`src/design/bfsp_pkg.sv`:
```
`timescale 1ns / 1ps
// Shared types and constants of the shortest-path block.
// No dependencies; every other file of the block imports it.
package bfsp_pkg;

    localparam int MAX_VERTICES = 16;
    localparam int MAX_EDGES    = 64;
    localparam int WEIGHT_BITS  = 16;

    localparam int VID_W        = 4;
    localparam int VCNT_W       = 5;
    localparam int DIST_W       = 24;
    localparam int SUM_W        = DIST_W + 1;
    localparam int FIELD_WGT_W  = 16;
    localparam int EDGE_IDX_W   = (MAX_EDGES > 1) ? $clog2(MAX_EDGES) : 1;
    localparam int EDGE_CNT_W   = $clog2(MAX_EDGES + 1);

    localparam int IN_TDATA_W   = 24;
    localparam int OUT_TDATA_W  = 40;
    localparam int ACT_W        = 2;
    localparam int CFG_IDX_W    = 2;
    localparam int CFG_DATA_W   = 5;

    localparam logic [CFG_IDX_W-1:0] REG_SOURCE = 2'd0;
    localparam logic [CFG_IDX_W-1:0] REG_VCOUNT = 2'd1;

    localparam logic signed [DIST_W-1:0] DIST_MAX = {1'b0, {(DIST_W-1){1'b1}}};
    localparam logic signed [DIST_W-1:0] DIST_MIN = {1'b1, {(DIST_W-1){1'b0}}};

    typedef enum logic [ACT_W-1:0] {
        ACT_LOAD  = 2'd0,
        ACT_RUN   = 2'd1,
        ACT_CLEAR = 2'd2
    } action_t;

    typedef enum logic [2:0] {
        ST_IDLE,
        ST_INIT,
        ST_VERT,
        ST_READ,
        ST_EVAL,
        ST_EMIT
    } state_t;

    typedef struct packed {
        logic [VID_W-1:0]             from_v;
        logic [VID_W-1:0]             to_v;
        logic signed [WEIGHT_BITS-1:0] weight;
    } edge_t;

    typedef struct packed {
        logic                     hit;
        logic signed [DIST_W-1:0] value;
    } relax_t;

endpackage

```
`src/design/bfsp_edge_ram.sv`:
```
`timescale 1ns / 1ps
// Edge table memory: one write port and one registered read port.
// Depends on bfsp_pkg for the depth and the edge entry type.
module bfsp_edge_ram (
    input  logic                             clk,
    input  logic                             we,
    input  logic [bfsp_pkg::EDGE_IDX_W-1:0]  waddr,
    input  bfsp_pkg::edge_t                  wdata,
    input  logic [bfsp_pkg::EDGE_IDX_W-1:0]  raddr,
    output bfsp_pkg::edge_t                  rdata
);
    import bfsp_pkg::*;

    edge_t mem [MAX_EDGES];

    always_ff @(posedge clk)
    begin
        if (we)
        begin
            mem[waddr] <= wdata;
        end
    end

    always_ff @(posedge clk)
    begin
        rdata <= mem[raddr];
    end

endmodule

```
`src/design/bfsp_relax_unit.sv`:
```
`timescale 1ns / 1ps
// Shared relaxation unit: exact add of distance and weight, compare, saturate.
// Depends on bfsp_pkg for widths and the result type.
module bfsp_relax_unit (
    input  logic signed [bfsp_pkg::DIST_W-1:0]      base_dist,
    input  logic signed [bfsp_pkg::WEIGHT_BITS-1:0] weight,
    input  logic signed [bfsp_pkg::DIST_W-1:0]      tgt_dist,
    input  logic                                    tgt_reached,
    output bfsp_pkg::relax_t                        result
);
    import bfsp_pkg::*;

    logic signed [SUM_W-1:0] sum;
    logic signed [SUM_W-1:0] tgt_ext;

    always_comb
    begin
        sum     = SUM_W'(base_dist) + SUM_W'(weight);
        tgt_ext = SUM_W'(tgt_dist);
        result.hit = !tgt_reached || (sum < tgt_ext);
        if (sum[SUM_W-1] != sum[SUM_W-2])
        begin
            result.value = sum[SUM_W-1] ? DIST_MIN : DIST_MAX;
        end
        else
        begin
            result.value = sum[DIST_W-1:0];
        end
    end

endmodule

```
`src/design/bellman_ford_shortest_paths.sv`:
```
`timescale 1ns / 1ps
// Top level of the single-source shortest-path block and its sequencer.
// Depends on bfsp_pkg, bfsp_edge_ram and bfsp_relax_unit.
//
// Items enter on the s_axis channel; tuser selects load edge, run or clear.
// A load or a clear is taken while the block is idle. A run holds s_axis_tready low while it
// sweeps the edge table: n sweeps (n-1 relaxing passes and one cycle check),
// each visiting the vertices in order and, for every reached vertex, reading
// all loaded edges in turn through the single edge table read port and the
// one shared relaxation unit. It then emits n result items on m_axis, one
// per cycle when the receiver is ready; tlast marks the final vertex. A
// stalled receiver holds the output register and the sequencer waits for it.
// The cfg channel is always ready; the user must write it only while the
// block is idle, and the block itself does not enforce this. Reset empties
// the edge table, clears the dropped-edge flag and sets source 0 and vertex
// count 5.
module bellman_ford_shortest_paths (
    input  logic                               clk,
    input  logic                               rst_n,
    input  logic                               s_axis_tvalid,
    output logic                               s_axis_tready,
    // edge_from[3:0], edge_to[7:4], edge_weight[23:8]
    input  logic [bfsp_pkg::IN_TDATA_W-1:0]    s_axis_tdata,
    // action[1:0]
    input  logic [bfsp_pkg::ACT_W-1:0]         s_axis_tuser,
    output logic                               m_axis_tvalid,
    input  logic                               m_axis_tready,
    // vertex[3:0], distance[27:4], predecessor[31:28], reachable[32],
    // negative_cycle[33], edges_dropped[34], zero fill[39:35]
    output logic [bfsp_pkg::OUT_TDATA_W-1:0]   m_axis_tdata,
    output logic                               m_axis_tlast,
    input  logic                               cfg_valid,
    output logic                               cfg_ready,
    input  logic [bfsp_pkg::CFG_IDX_W-1:0]     cfg_index,
    input  logic [bfsp_pkg::CFG_DATA_W-1:0]    cfg_data
);
    import bfsp_pkg::*;

    state_t                        state_reg, state_next;
    logic [VID_W-1:0]              source_reg;
    logic [VCNT_W-1:0]             vcount_reg;
    logic [EDGE_CNT_W-1:0]         total_reg, total_next;
    logic                          dropped_reg, dropped_next;
    logic [VCNT_W-1:0]             u_reg, u_next;
    logic [EDGE_IDX_W-1:0]         e_reg, e_next;
    logic [VCNT_W-1:0]             sweep_reg, sweep_next;
    logic                          found_reg, found_next;
    logic                          cycle_reg, cycle_next;
    logic signed [DIST_W-1:0]      cur_dist_reg, cur_dist_next;
    logic                          m_valid_reg, m_valid_next;
    logic [OUT_TDATA_W-1:0]        m_data_reg, m_data_next;
    logic                          m_last_reg, m_last_next;

    logic signed [DIST_W-1:0]      dist_mem [MAX_VERTICES];
    logic [VID_W-1:0]              parent_mem [MAX_VERTICES];
    logic [MAX_VERTICES-1:0]       reached_reg, reached_next;

    logic [VCNT_W-1:0]             n_used;
    logic                          in_accept;
    action_t                       in_action;
    edge_t                         in_edge;
    edge_t                         edge_q;
    logic                          ram_we;
    logic [VID_W-1:0]              rd_addr;
    logic signed [DIST_W-1:0]      rd_dist;
    logic [VID_W-1:0]              rd_parent;
    logic                          st_we;
    logic [VID_W-1:0]              st_waddr;
    logic signed [DIST_W-1:0]      st_wdist;
    logic [VID_W-1:0]              st_wparent;
    relax_t                        relax;
    logic                          edge_used;
    logic                          last_edge;
    logic                          check_sweep;
    logic                          vtx_reached;

    assign cfg_ready     = 1'b1;
    assign s_axis_tready = (state_reg == ST_IDLE);
    assign in_accept     = s_axis_tvalid && s_axis_tready;
    assign in_action     = action_t'(s_axis_tuser);
    assign in_edge.from_v = s_axis_tdata[VID_W-1:0];
    assign in_edge.to_v   = s_axis_tdata[2*VID_W-1:VID_W];
    assign in_edge.weight = s_axis_tdata[2*VID_W+WEIGHT_BITS-1:2*VID_W];

    assign m_axis_tvalid = m_valid_reg;
    assign m_axis_tdata  = m_data_reg;
    assign m_axis_tlast  = m_last_reg;

    always_comb
    begin
        if (vcount_reg == '0)
        begin
            n_used = VCNT_W'(1);
        end
        else if (vcount_reg > VCNT_W'(MAX_VERTICES))
        begin
            n_used = VCNT_W'(MAX_VERTICES);
        end
        else
        begin
            n_used = vcount_reg;
        end
    end

    always_ff @(posedge clk or negedge rst_n)
    begin
        if (!rst_n)
        begin
            source_reg <= '0;
            vcount_reg <= VCNT_W'(5);
        end
        else if (cfg_valid && cfg_ready)
        begin
            if (cfg_index == REG_SOURCE)
            begin
                source_reg <= cfg_data[VID_W-1:0];
            end
            else if (cfg_index == REG_VCOUNT)
            begin
                vcount_reg <= cfg_data[VCNT_W-1:0];
            end
        end
    end

    assign ram_we = in_accept && (in_action == ACT_LOAD) &&
                    (total_reg < EDGE_CNT_W'(MAX_EDGES));

    bfsp_edge_ram u_edge_ram (
        .clk   (clk),
        .we    (ram_we),
        .waddr (total_reg[EDGE_IDX_W-1:0]),
        .wdata (in_edge),
        .raddr (e_reg),
        .rdata (edge_q)
    );

    assign rd_addr     = (state_reg == ST_EVAL) ? edge_q.to_v : u_reg[VID_W-1:0];
    assign rd_dist     = dist_mem[rd_addr];
    assign rd_parent   = parent_mem[rd_addr];
    assign vtx_reached = reached_reg[rd_addr];

    bfsp_relax_unit u_relax (
        .base_dist   (cur_dist_reg),
        .weight      (edge_q.weight),
        .tgt_dist    (rd_dist),
        .tgt_reached (vtx_reached),
        .result      (relax)
    );

    assign edge_used   = ({1'b0, edge_q.from_v} == u_reg) && ({1'b0, edge_q.to_v} < n_used);
    assign last_edge   = (EDGE_CNT_W'(e_reg) + EDGE_CNT_W'(1)) == total_reg;
    assign check_sweep = (sweep_reg == n_used);

    always_comb
    begin
        state_next    = state_reg;
        total_next    = total_reg;
        dropped_next  = dropped_reg;
        u_next        = u_reg;
        e_next        = e_reg;
        sweep_next    = sweep_reg;
        found_next    = found_reg;
        cycle_next    = cycle_reg;
        cur_dist_next = cur_dist_reg;
        reached_next  = reached_reg;
        m_valid_next  = m_valid_reg && !m_axis_tready;
        m_data_next   = m_data_reg;
        m_last_next   = m_last_reg;
        st_we         = 1'b0;
        st_waddr      = source_reg;
        st_wdist      = '0;
        st_wparent    = source_reg;

        case (state_reg)
            ST_IDLE:
            begin
                if (in_accept)
                begin
                    case (in_action)
                        ACT_LOAD:
                        begin
                            if (ram_we)
                            begin
                                total_next = total_reg + EDGE_CNT_W'(1);
                            end
                            else
                            begin
                                dropped_next = 1'b1;
                            end
                        end
                        ACT_CLEAR:
                        begin
                            total_next   = '0;
                            dropped_next = 1'b0;
                        end
                        ACT_RUN:
                        begin
                            state_next = ST_INIT;
                        end
                        default:
                        begin
                            state_next = ST_IDLE;
                        end
                    endcase
                end
            end
            ST_INIT:
            begin
                reached_next = '0;
                if ({1'b0, source_reg} < n_used)
                begin
                    reached_next[source_reg] = 1'b1;
                    st_we = 1'b1;
                end
                u_next     = '0;
                sweep_next = VCNT_W'(1);
                found_next = 1'b0;
                state_next = ST_VERT;
            end
            ST_VERT:
            begin
                if (u_reg == n_used)
                begin
                    u_next = '0;
                    if (check_sweep)
                    begin
                        cycle_next = found_reg;
                        state_next = ST_EMIT;
                    end
                    else
                    begin
                        sweep_next = sweep_reg + VCNT_W'(1);
                        found_next = 1'b0;
                    end
                end
                else if (!vtx_reached || (total_reg == '0))
                begin
                    u_next = u_reg + VCNT_W'(1);
                end
                else
                begin
                    cur_dist_next = rd_dist;
                    e_next        = '0;
                    state_next    = ST_READ;
                end
            end
            ST_READ:
            begin
                state_next = ST_EVAL;
            end
            ST_EVAL:
            begin
                if (edge_used && relax.hit)
                begin
                    found_next = 1'b1;
                    if (!check_sweep)
                    begin
                        st_we      = 1'b1;
                        st_waddr   = edge_q.to_v;
                        st_wdist   = relax.value;
                        st_wparent = u_reg[VID_W-1:0];
                        reached_next[edge_q.to_v] = 1'b1;
                        if ({1'b0, edge_q.to_v} == u_reg)
                        begin
                            cur_dist_next = relax.value;
                        end
                    end
                end
                if (last_edge)
                begin
                    u_next     = u_reg + VCNT_W'(1);
                    state_next = ST_VERT;
                end
                else
                begin
                    e_next     = e_reg + EDGE_IDX_W'(1);
                    state_next = ST_READ;
                end
            end
            ST_EMIT:
            begin
                if (!m_valid_reg || m_axis_tready)
                begin
                    m_valid_next = 1'b1;
                    m_data_next  = {(OUT_TDATA_W - 2*VID_W - DIST_W - 3)'(0),
                                    dropped_reg, cycle_reg, vtx_reached,
                                    vtx_reached ? rd_parent : u_reg[VID_W-1:0],
                                    vtx_reached ? rd_dist : DIST_W'(0),
                                    u_reg[VID_W-1:0]};
                    m_last_next  = (u_reg + VCNT_W'(1)) == n_used;
                    u_next       = u_reg + VCNT_W'(1);
                    if (m_last_next)
                    begin
                        state_next = ST_IDLE;
                    end
                end
            end
            default:
            begin
                state_next = ST_IDLE;
            end
        endcase
    end

    always_ff @(posedge clk or negedge rst_n)
    begin
        if (!rst_n)
        begin
            state_reg   <= ST_IDLE;
            total_reg   <= '0;
            dropped_reg <= 1'b0;
            u_reg       <= '0;
            e_reg       <= '0;
            sweep_reg   <= '0;
            found_reg   <= 1'b0;
            cycle_reg   <= 1'b0;
            m_valid_reg <= 1'b0;
        end
        else
        begin
            state_reg   <= state_next;
            total_reg   <= total_next;
            dropped_reg <= dropped_next;
            u_reg       <= u_next;
            e_reg       <= e_next;
            sweep_reg   <= sweep_next;
            found_reg   <= found_next;
            cycle_reg   <= cycle_next;
            m_valid_reg <= m_valid_next;
        end
    end

    always_ff @(posedge clk)
    begin
        cur_dist_reg <= cur_dist_next;
        reached_reg  <= reached_next;
        m_data_reg   <= m_data_next;
        m_last_reg   <= m_last_next;
        if (st_we)
        begin
            dist_mem[st_waddr]   <= st_wdist;
            parent_mem[st_waddr] <= st_wparent;
        end
    end

    assert property (@(posedge clk) disable iff (!rst_n)
        total_reg <= EDGE_CNT_W'(MAX_EDGES))
        else $error("Edge count ran past the table depth.");

    assert property (@(posedge clk) disable iff (!rst_n)
        $rose(dropped_reg) |-> $past(total_reg) == EDGE_CNT_W'(MAX_EDGES))
        else $error("Dropped-edge flag set while the table had room.");

    assert property (@(posedge clk) disable iff (!rst_n)
        (state_reg == ST_READ) |-> reached_reg[u_reg[VID_W-1:0]])
        else $error("Edges scanned for a vertex that is not reached.");

    assert property (@(posedge clk) disable iff (!rst_n)
        (state_reg == ST_VERT || state_reg == ST_READ || state_reg == ST_EVAL)
        |-> (sweep_reg <= n_used) && (sweep_reg != '0))
        else $error("Sweep counter left its range during a run.");

    assert property (@(posedge clk) disable iff (!rst_n)
        (state_reg == ST_EMIT) && $past(state_reg == ST_VERT) |-> u_reg == '0)
        else $error("Result emission did not start at vertex zero.");

endmodule
```
`config.mk`:
```
export PLATFORM = sky130hd
export DESIGN_NAME = bellman_ford_shortest_paths
export DESIGN_NICKNAME = d
export VERILOG_FILES = /design/src/design/bfsp_pkg.sv /design/src/design/bfsp_edge_ram.sv /design/src/design/bfsp_relax_unit.sv /design/src/design/bellman_ford_shortest_paths.sv
export SDC_FILE = /design/constraint.sdc
export NUM_CORES = 2
export LEC_CHECK = 0
export BUFFER_PORTS_ARGS = -buffer_cell sky130_fd_sc_hd__buf_2
export CAP_MARGIN = 20
export CORE_AREA = 2 2 416 418
export DETAILED_ROUTE_END_ITERATION = 10
export DIE_AREA = 0 0 418 420
export GPL_ROUTABILITY_DRIVEN = 0
export PLACE_DENSITY = 0.7
export SYNTH_ARGS = -nofsm -noshare
export SYNTH_HDL_FRONTEND = slang
export SYNTH_SLANG_ARGS = --single-unit
```
`constraint.sdc`:
```
create_clock -name clk -period 16.1 [get_ports clk]
set_input_delay 1.61 -clock clk [delete_from_list [all_inputs] [get_ports clk]]
set_output_delay 1.61 -clock clk [all_outputs]
set_load 0.03 [all_outputs]
```
* After elaboration in Yosys (flattened, before gate mapping)
Memory sizes are Yosys's and may differ from the RTL's. A register that Yosys moved wholly into a read port is not among the register bits.
Index checks and enable logic that the tools add are counted.
** Word-level totals
- Bits in writable memories :: 1984
- Register bits :: 115
- Logic and storage cells :: 179
- Memories :: 3
- Output and inout bits :: 44
- Input bits :: 38
** Memory list
- u_edge_ram.mem :: words 64, width 24, read ports 1, clocked after memory_dff 1, write ports 1, line bfsp_edge_ram.sv:14 : edge_t mem [MAX_EDGES];
- dist_mem :: words 16, width 24, read ports 1, clocked after memory_dff 0, write ports 1, line bellman_ford_shortest_paths.sv:54 : logic signed [DIST_W-1:0] dist_mem [MAX_VERTICES];
- parent_mem :: words 16, width 4, read ports 1, clocked after memory_dff 0, write ports 1, line bellman_ford_shortest_paths.sv:55 : logic [VID_W-1:0] parent_mem [MAX_VERTICES];
** Operators by class
- Muxes and demuxes :: 70
- Reduce and logical (&&, ||, !) cells :: 39
- Magnitude comparators :: 10
- Add/sub/neg operators :: 6
- Equal/unequal tests :: 33
- Bitwise logic cells :: 2
** Operators by type and width (number)
- two-way mux 24 bit :: 10
- two-way mux 16 bit :: 3
- one-hot mux 24 bit (2 select lines) :: 1
- two-way mux 5 bit :: 8
- two-way mux 4 bit :: 8
- one-hot mux 16 bit (2 select lines) :: 1
- adder 24 x 16 -> 25 bit :: 1
- < comparator 25 x 24 -> 1 bit :: 1
- != test 2 bit (second input constant) :: 12
- one-hot mux 5 bit (4 select lines) :: 1
- AND reduction 4 bit :: 5
- two-way mux 3 bit :: 6
- two-way mux 6 bit :: 3
- one-hot mux 3 bit (6 select lines) :: 1
- two-way mux 1 bit :: 17
- OR 16 bit :: 1
- equality test 5 bit :: 3
- < comparator 4 x 5 -> 1 bit (second input constant) :: 3
- one-hot mux 7 bit (2 select lines) :: 1
- one-hot mux 6 bit (2 select lines) :: 1
- AND reduction 3 bit :: 4
- AND reduction 6 bit :: 2
- adder 5 x 1 -> 5 bit (second input constant) :: 2
- equality test 4 x 5 -> 1 bit :: 2
- 36 further kinds :: 63

* Logic depth before layout (Yosys ltp)
- Depth after elaboration :: 11
- Gate-level depth with buffers :: 23
- Depth with buffers taken out :: 18

* Modules after synthesis
From an unflattened synthesis, not the netlist that was laid out.
** Second synthesis, totals
- Cell total of the unflattened synthesis :: 4956
- Area, all modules :: 86584.3 µm²
** Modules (own cells, without submodules)
- bfsp_edge_ram :: cells an instance 2610, area each 59295.6 µm², seq. area each 46604.7 µm², instances 1
- bellman_ford_shortest_paths :: cells an instance 1983, area each 24742.5 µm², seq. area each 16713.5 µm², instances 1
- bfsp_relax_unit :: cells an instance 363, area each 2546.2 µm², seq. area each 0.0 µm², instances 1

* Worst setup path after synthesis
OpenSTA, ideal clock, no wires.
- Path type :: register to register
- From :: register state_reg[1]
- To :: memory dist_mem[10][0] (enable)
- Cell stages (with the launch flop) :: 23
- Setup time :: 458 ps
- Arrival :: 6743 ps
- Path slack :: 8900 ps
- Buffers on the path :: 6
- Period minus slack after synthesis :: 7200 ps
- Data required time :: 15642 ps
- Cells stage by stage :: dfrtp_1 buf_2 nor3b_2 buf_4 mux2i_1 buf_2 buf_2 buf_1 nand2_1 a311oi_1 a31oi_1 a21oi_1 inv_1 ha_1 and4_1 a221oi_1 o21ai_0 a221oi_1 mux2_2 a32oi_2 nand3_2 buf_4 o32ai_1
** On the way
- Cells in the longest elaborated chain, start to end :: 11
** RTL lines
- start, declared :: line bellman_ford_shortest_paths.sv:39 : state_t state_reg, state_next;
- start signal, assigned :: line bellman_ford_shortest_paths.sv:321 : state_reg <= state_next;
- branches (longest 11 deep; another with < comparator 25 x 24 -> 1 bit)
- end, declared :: line bellman_ford_shortest_paths.sv:54
Parallel ways; which one is timed is not known. The select of a mux whose other input is x is not followed.

* Worst setup path in the final report
- From :: register state_reg[2]
- To :: memory parent_mem[11][2] (enable)
** On the way
- Cells in the longest elaborated chain, start to end :: 11
** RTL lines (line)
- branches (longest 11 deep; another with < comparator 25 x 24 -> 1 bit)
- end, declared :: bellman_ford_shortest_paths.sv:55
Parallel ways; which one is timed is not known. The select of a mux whose other input is x is not followed.

==> results.cfg <==
[timing]
tightest_slew_ns = 1.124
setup_slack_ns = 7.796
setup_viol = 0
rsz0062_at_grt = false
relSlewSlack_pct = 24.91
final.period_utilization_pct = 51.58
fin_crit_ns = 8.304
timing_hold_violations_final = 0
setup-tns-final_ns = 0
fin_skew_ns = 0.07032
slew_violations = 0
fmax_mhz = 120.4
timing.hold.ws_ns = 0.4647

[cts]
path_clk_slew_ns = 0.06
numCtsBuffers = 205
postCtsResizedCells = 0
clkLatencyLatePin_ns = 0.88
cts_tree = built
cts_buffer_depth = 3
post_cts_buffers = 0
cts_sinks = 2123
hold_buffers = 0
cts_root_buf = clkbuf_16
cts.htree.levels = 4

[power]
p_per_area_mw_per_mm2 = 114.5
p_leak_nw = 30.75
max-vdd-ir-drop_v = 0.0001024

[synthesis]
synthesis.instances = 4481
avgSynthCellArea_um2 = 18.99
syn_area_mm2 = 0.08507
netlist.area_leader.share_pct = 72.71
yosysTopAreaCell = edfxtp_1
synth-edff-count = 2060
synthArstFlopShare_pct = 1.837
synth_area_leaders = edfxtp_1, mux4_2, nand2_1
synth_cell_types = 85
synthFlopType = edfxtp_1
synth_seq_cells = 2123
yosysWarnings = 0
seq_area_frac_synth_pct = 74.43

[drt]
drtIter0Drc = 6027
viasPerCell = 6.237
dr.pass1.iters = 6
antenna_left = 0
routed_wirelength_um = 204900
wl_per_cell_um = 29.12
remaining_drc_errors = 0
vias = 43887

[final_layout]
fillers = 12495
largestRegisters = u_edge_ram.mem (1536), dist_mem (384), parent_mem (64)
largest_reg_flops = 1536
drive_gt1_share_pct = 23.92
nNetsFinal = 4722
largest_register = u_edge_ram.mem
syn_to_final_growth_pct = 12.67
mostFrequentLayoutCells = edfxtp_1, mux4_2, nand2_1, clkbuf_16, nand3_1
final_common_cell = edfxtp_1
finalNonFillerCells = 7036

[worst_hold_path]
hold_end = m_axis_tdata[33]$_DFFE_PP_
whs_path_depth = 0
hp-class = reg2reg
min_from = cycle_reg$_DFFE_PN0P_

[floorplanning]
initial_core_util_pct = 49.76
core_area_mm2 = 0.1710
die_w_um = 418
die_h_um = 420
io-pin-count = 82
num_rows = 152
die_area_mm2 = 0.1756

[worst_setup_path]
crit_arrival_ns = 8.82
r2r_cells = 21
crit_path_start = state_reg[2]$_DFFE_PN0P_
r2r_end = parent_mem[11][2]$_DFFE_PP_
critPathKind = reg2reg
worstSetupStartpointType = flip-flop
worstPathMaxFanout = 90
timing.reg2reg.setup_slack_ns = 7.80
critical_path_required_ns = 16.61
critPathCaptureType = flip-flop
reg2reg_from = state_reg[2]$_DFFE_PN0P_

[placement]
pre_cts_ws_ns = 7.885
dpl.cell_count = 6629
dpl.hpwl_um = 110700
port_buffers = 75

[global_routing]
grt_pass1_vias = 43267
grt_pass1_wl_um = 297900
grt_usage_pct = 23.42
antenna_found_initial = 12
grt_max_degree = 151
grt_remaining_overflow = 0

[flow_run]
max_cap_violations = 0

[run_status]
status = completed
[how the worst max path moves through the flow]
stage | depth (start not counted) | slack (ns) | to
floorplan | 22 | 8.90 | dist_mem[10][0]$_DFFE_PP_
global placement | 21 | 8.00 | parent_mem[11][2]$_DFFE_PP_
detailed placement | 21 | 7.88 | dist_mem[11][22]$_DFFE_PP_
CTS | 21 | 7.75 | parent_mem[11][3]$_DFFE_PP_
global route | 21 | 7.33 | parent_mem[11][3]$_DFFE_PP_
finish | 21 | 7.80 | parent_mem[11][2]$_DFFE_PP_
[stage by stage]
stage               utilization [%]  total power, mW  area (um^2)
floorplan                         -            6.219        85090
global placement              51.87            6.310        88690
detailed placement            51.88            6.317        88710
CTS                           55.80            11.02        95400
global route                  56.05            11.25        95840
finish                        56.06            10.98        95860
[Yosys cell counts (all sizes together), types with 13 or more instances]
cell and instances:
clkbuf 162, a21oi 80, o32ai 17, nand3 125, a21o 20, mux2 37
nor3 18, dfxtp 24, o21ai 75, o21a 13, and3 64, and2 42
mux2i 41, edfxtp 2060, a311oi 80, nand2 478, mux4 504, a31oi 34
xnor2 26, nand2b 17, ha 59, maj3 14, dfrtp 37, xor2 23
buf 103, inv 50, nor2 131
[cells by family after synthesis]
logic type	Yosys count	synth area share, %
xor+xnor	49	0.5045
compound gates	399	3.236
other cells	2	0.008828
buf+inv	316	1.484
mux	582	14.31
flops	2123	74.43
fa+ha+maj	74	1.056
simple gates	936	4.970
[power by group]
group,total [mW],switching [mW],internal [mW]
Combinational,0.150,0.113,0.0363
Sequential,6.06,0.0115,6.05
Clock,4.76,2.09,2.68
Total,11.0,2.21,8.76
[cell type report]
type                       instances  area, um^2  share of cell area, %
antenna                            7       17.52                0.01827
clock buffer                     254        5376                  5.609
clock inverter                   125        1320                  1.377
inverter                          51       198.9                 0.2075
multi-input combinational       2046       21220                  22.13
sequential                      2123       63330                  66.07
tap                             2233        2794                  2.915
timing repair buffer             197        1603                  1.672
[metal layers]
layer	vias to the layer above	routed length, um	share of wire [%]	track usage [%]
met2	1976	102300	50	38.64
met1	23146	81890	40	32.66
met5	-	51	0.025	0
met4	8	5488	2.7	6.835
met3	318	15150	7.4	3.526
li1	18439	-	-	-
[worst max-delay path, stage by stage, from the launching register on]
cell      delay (ns)
dfrtp_1         0.60
nor3b_4         0.25
buf_4           0.55
mux2_8          0.73
buf_4           0.72
nand2_1         0.09
and3_1          0.20
a311oi_1        0.29
a311oi_1        0.10
a21oi_1         0.41
inv_1           0.10
ha_1            0.32
and4_1          0.21
a221oi_1        0.24
o21ai_0         0.14
a221oi_1        0.33
mux2_2          0.43
a32oi_2         0.20
nand3_2         0.30
buf_4           0.42
o32ai_4         0.82
buf_4           0.40
Power figures use the tool's default switching activity.
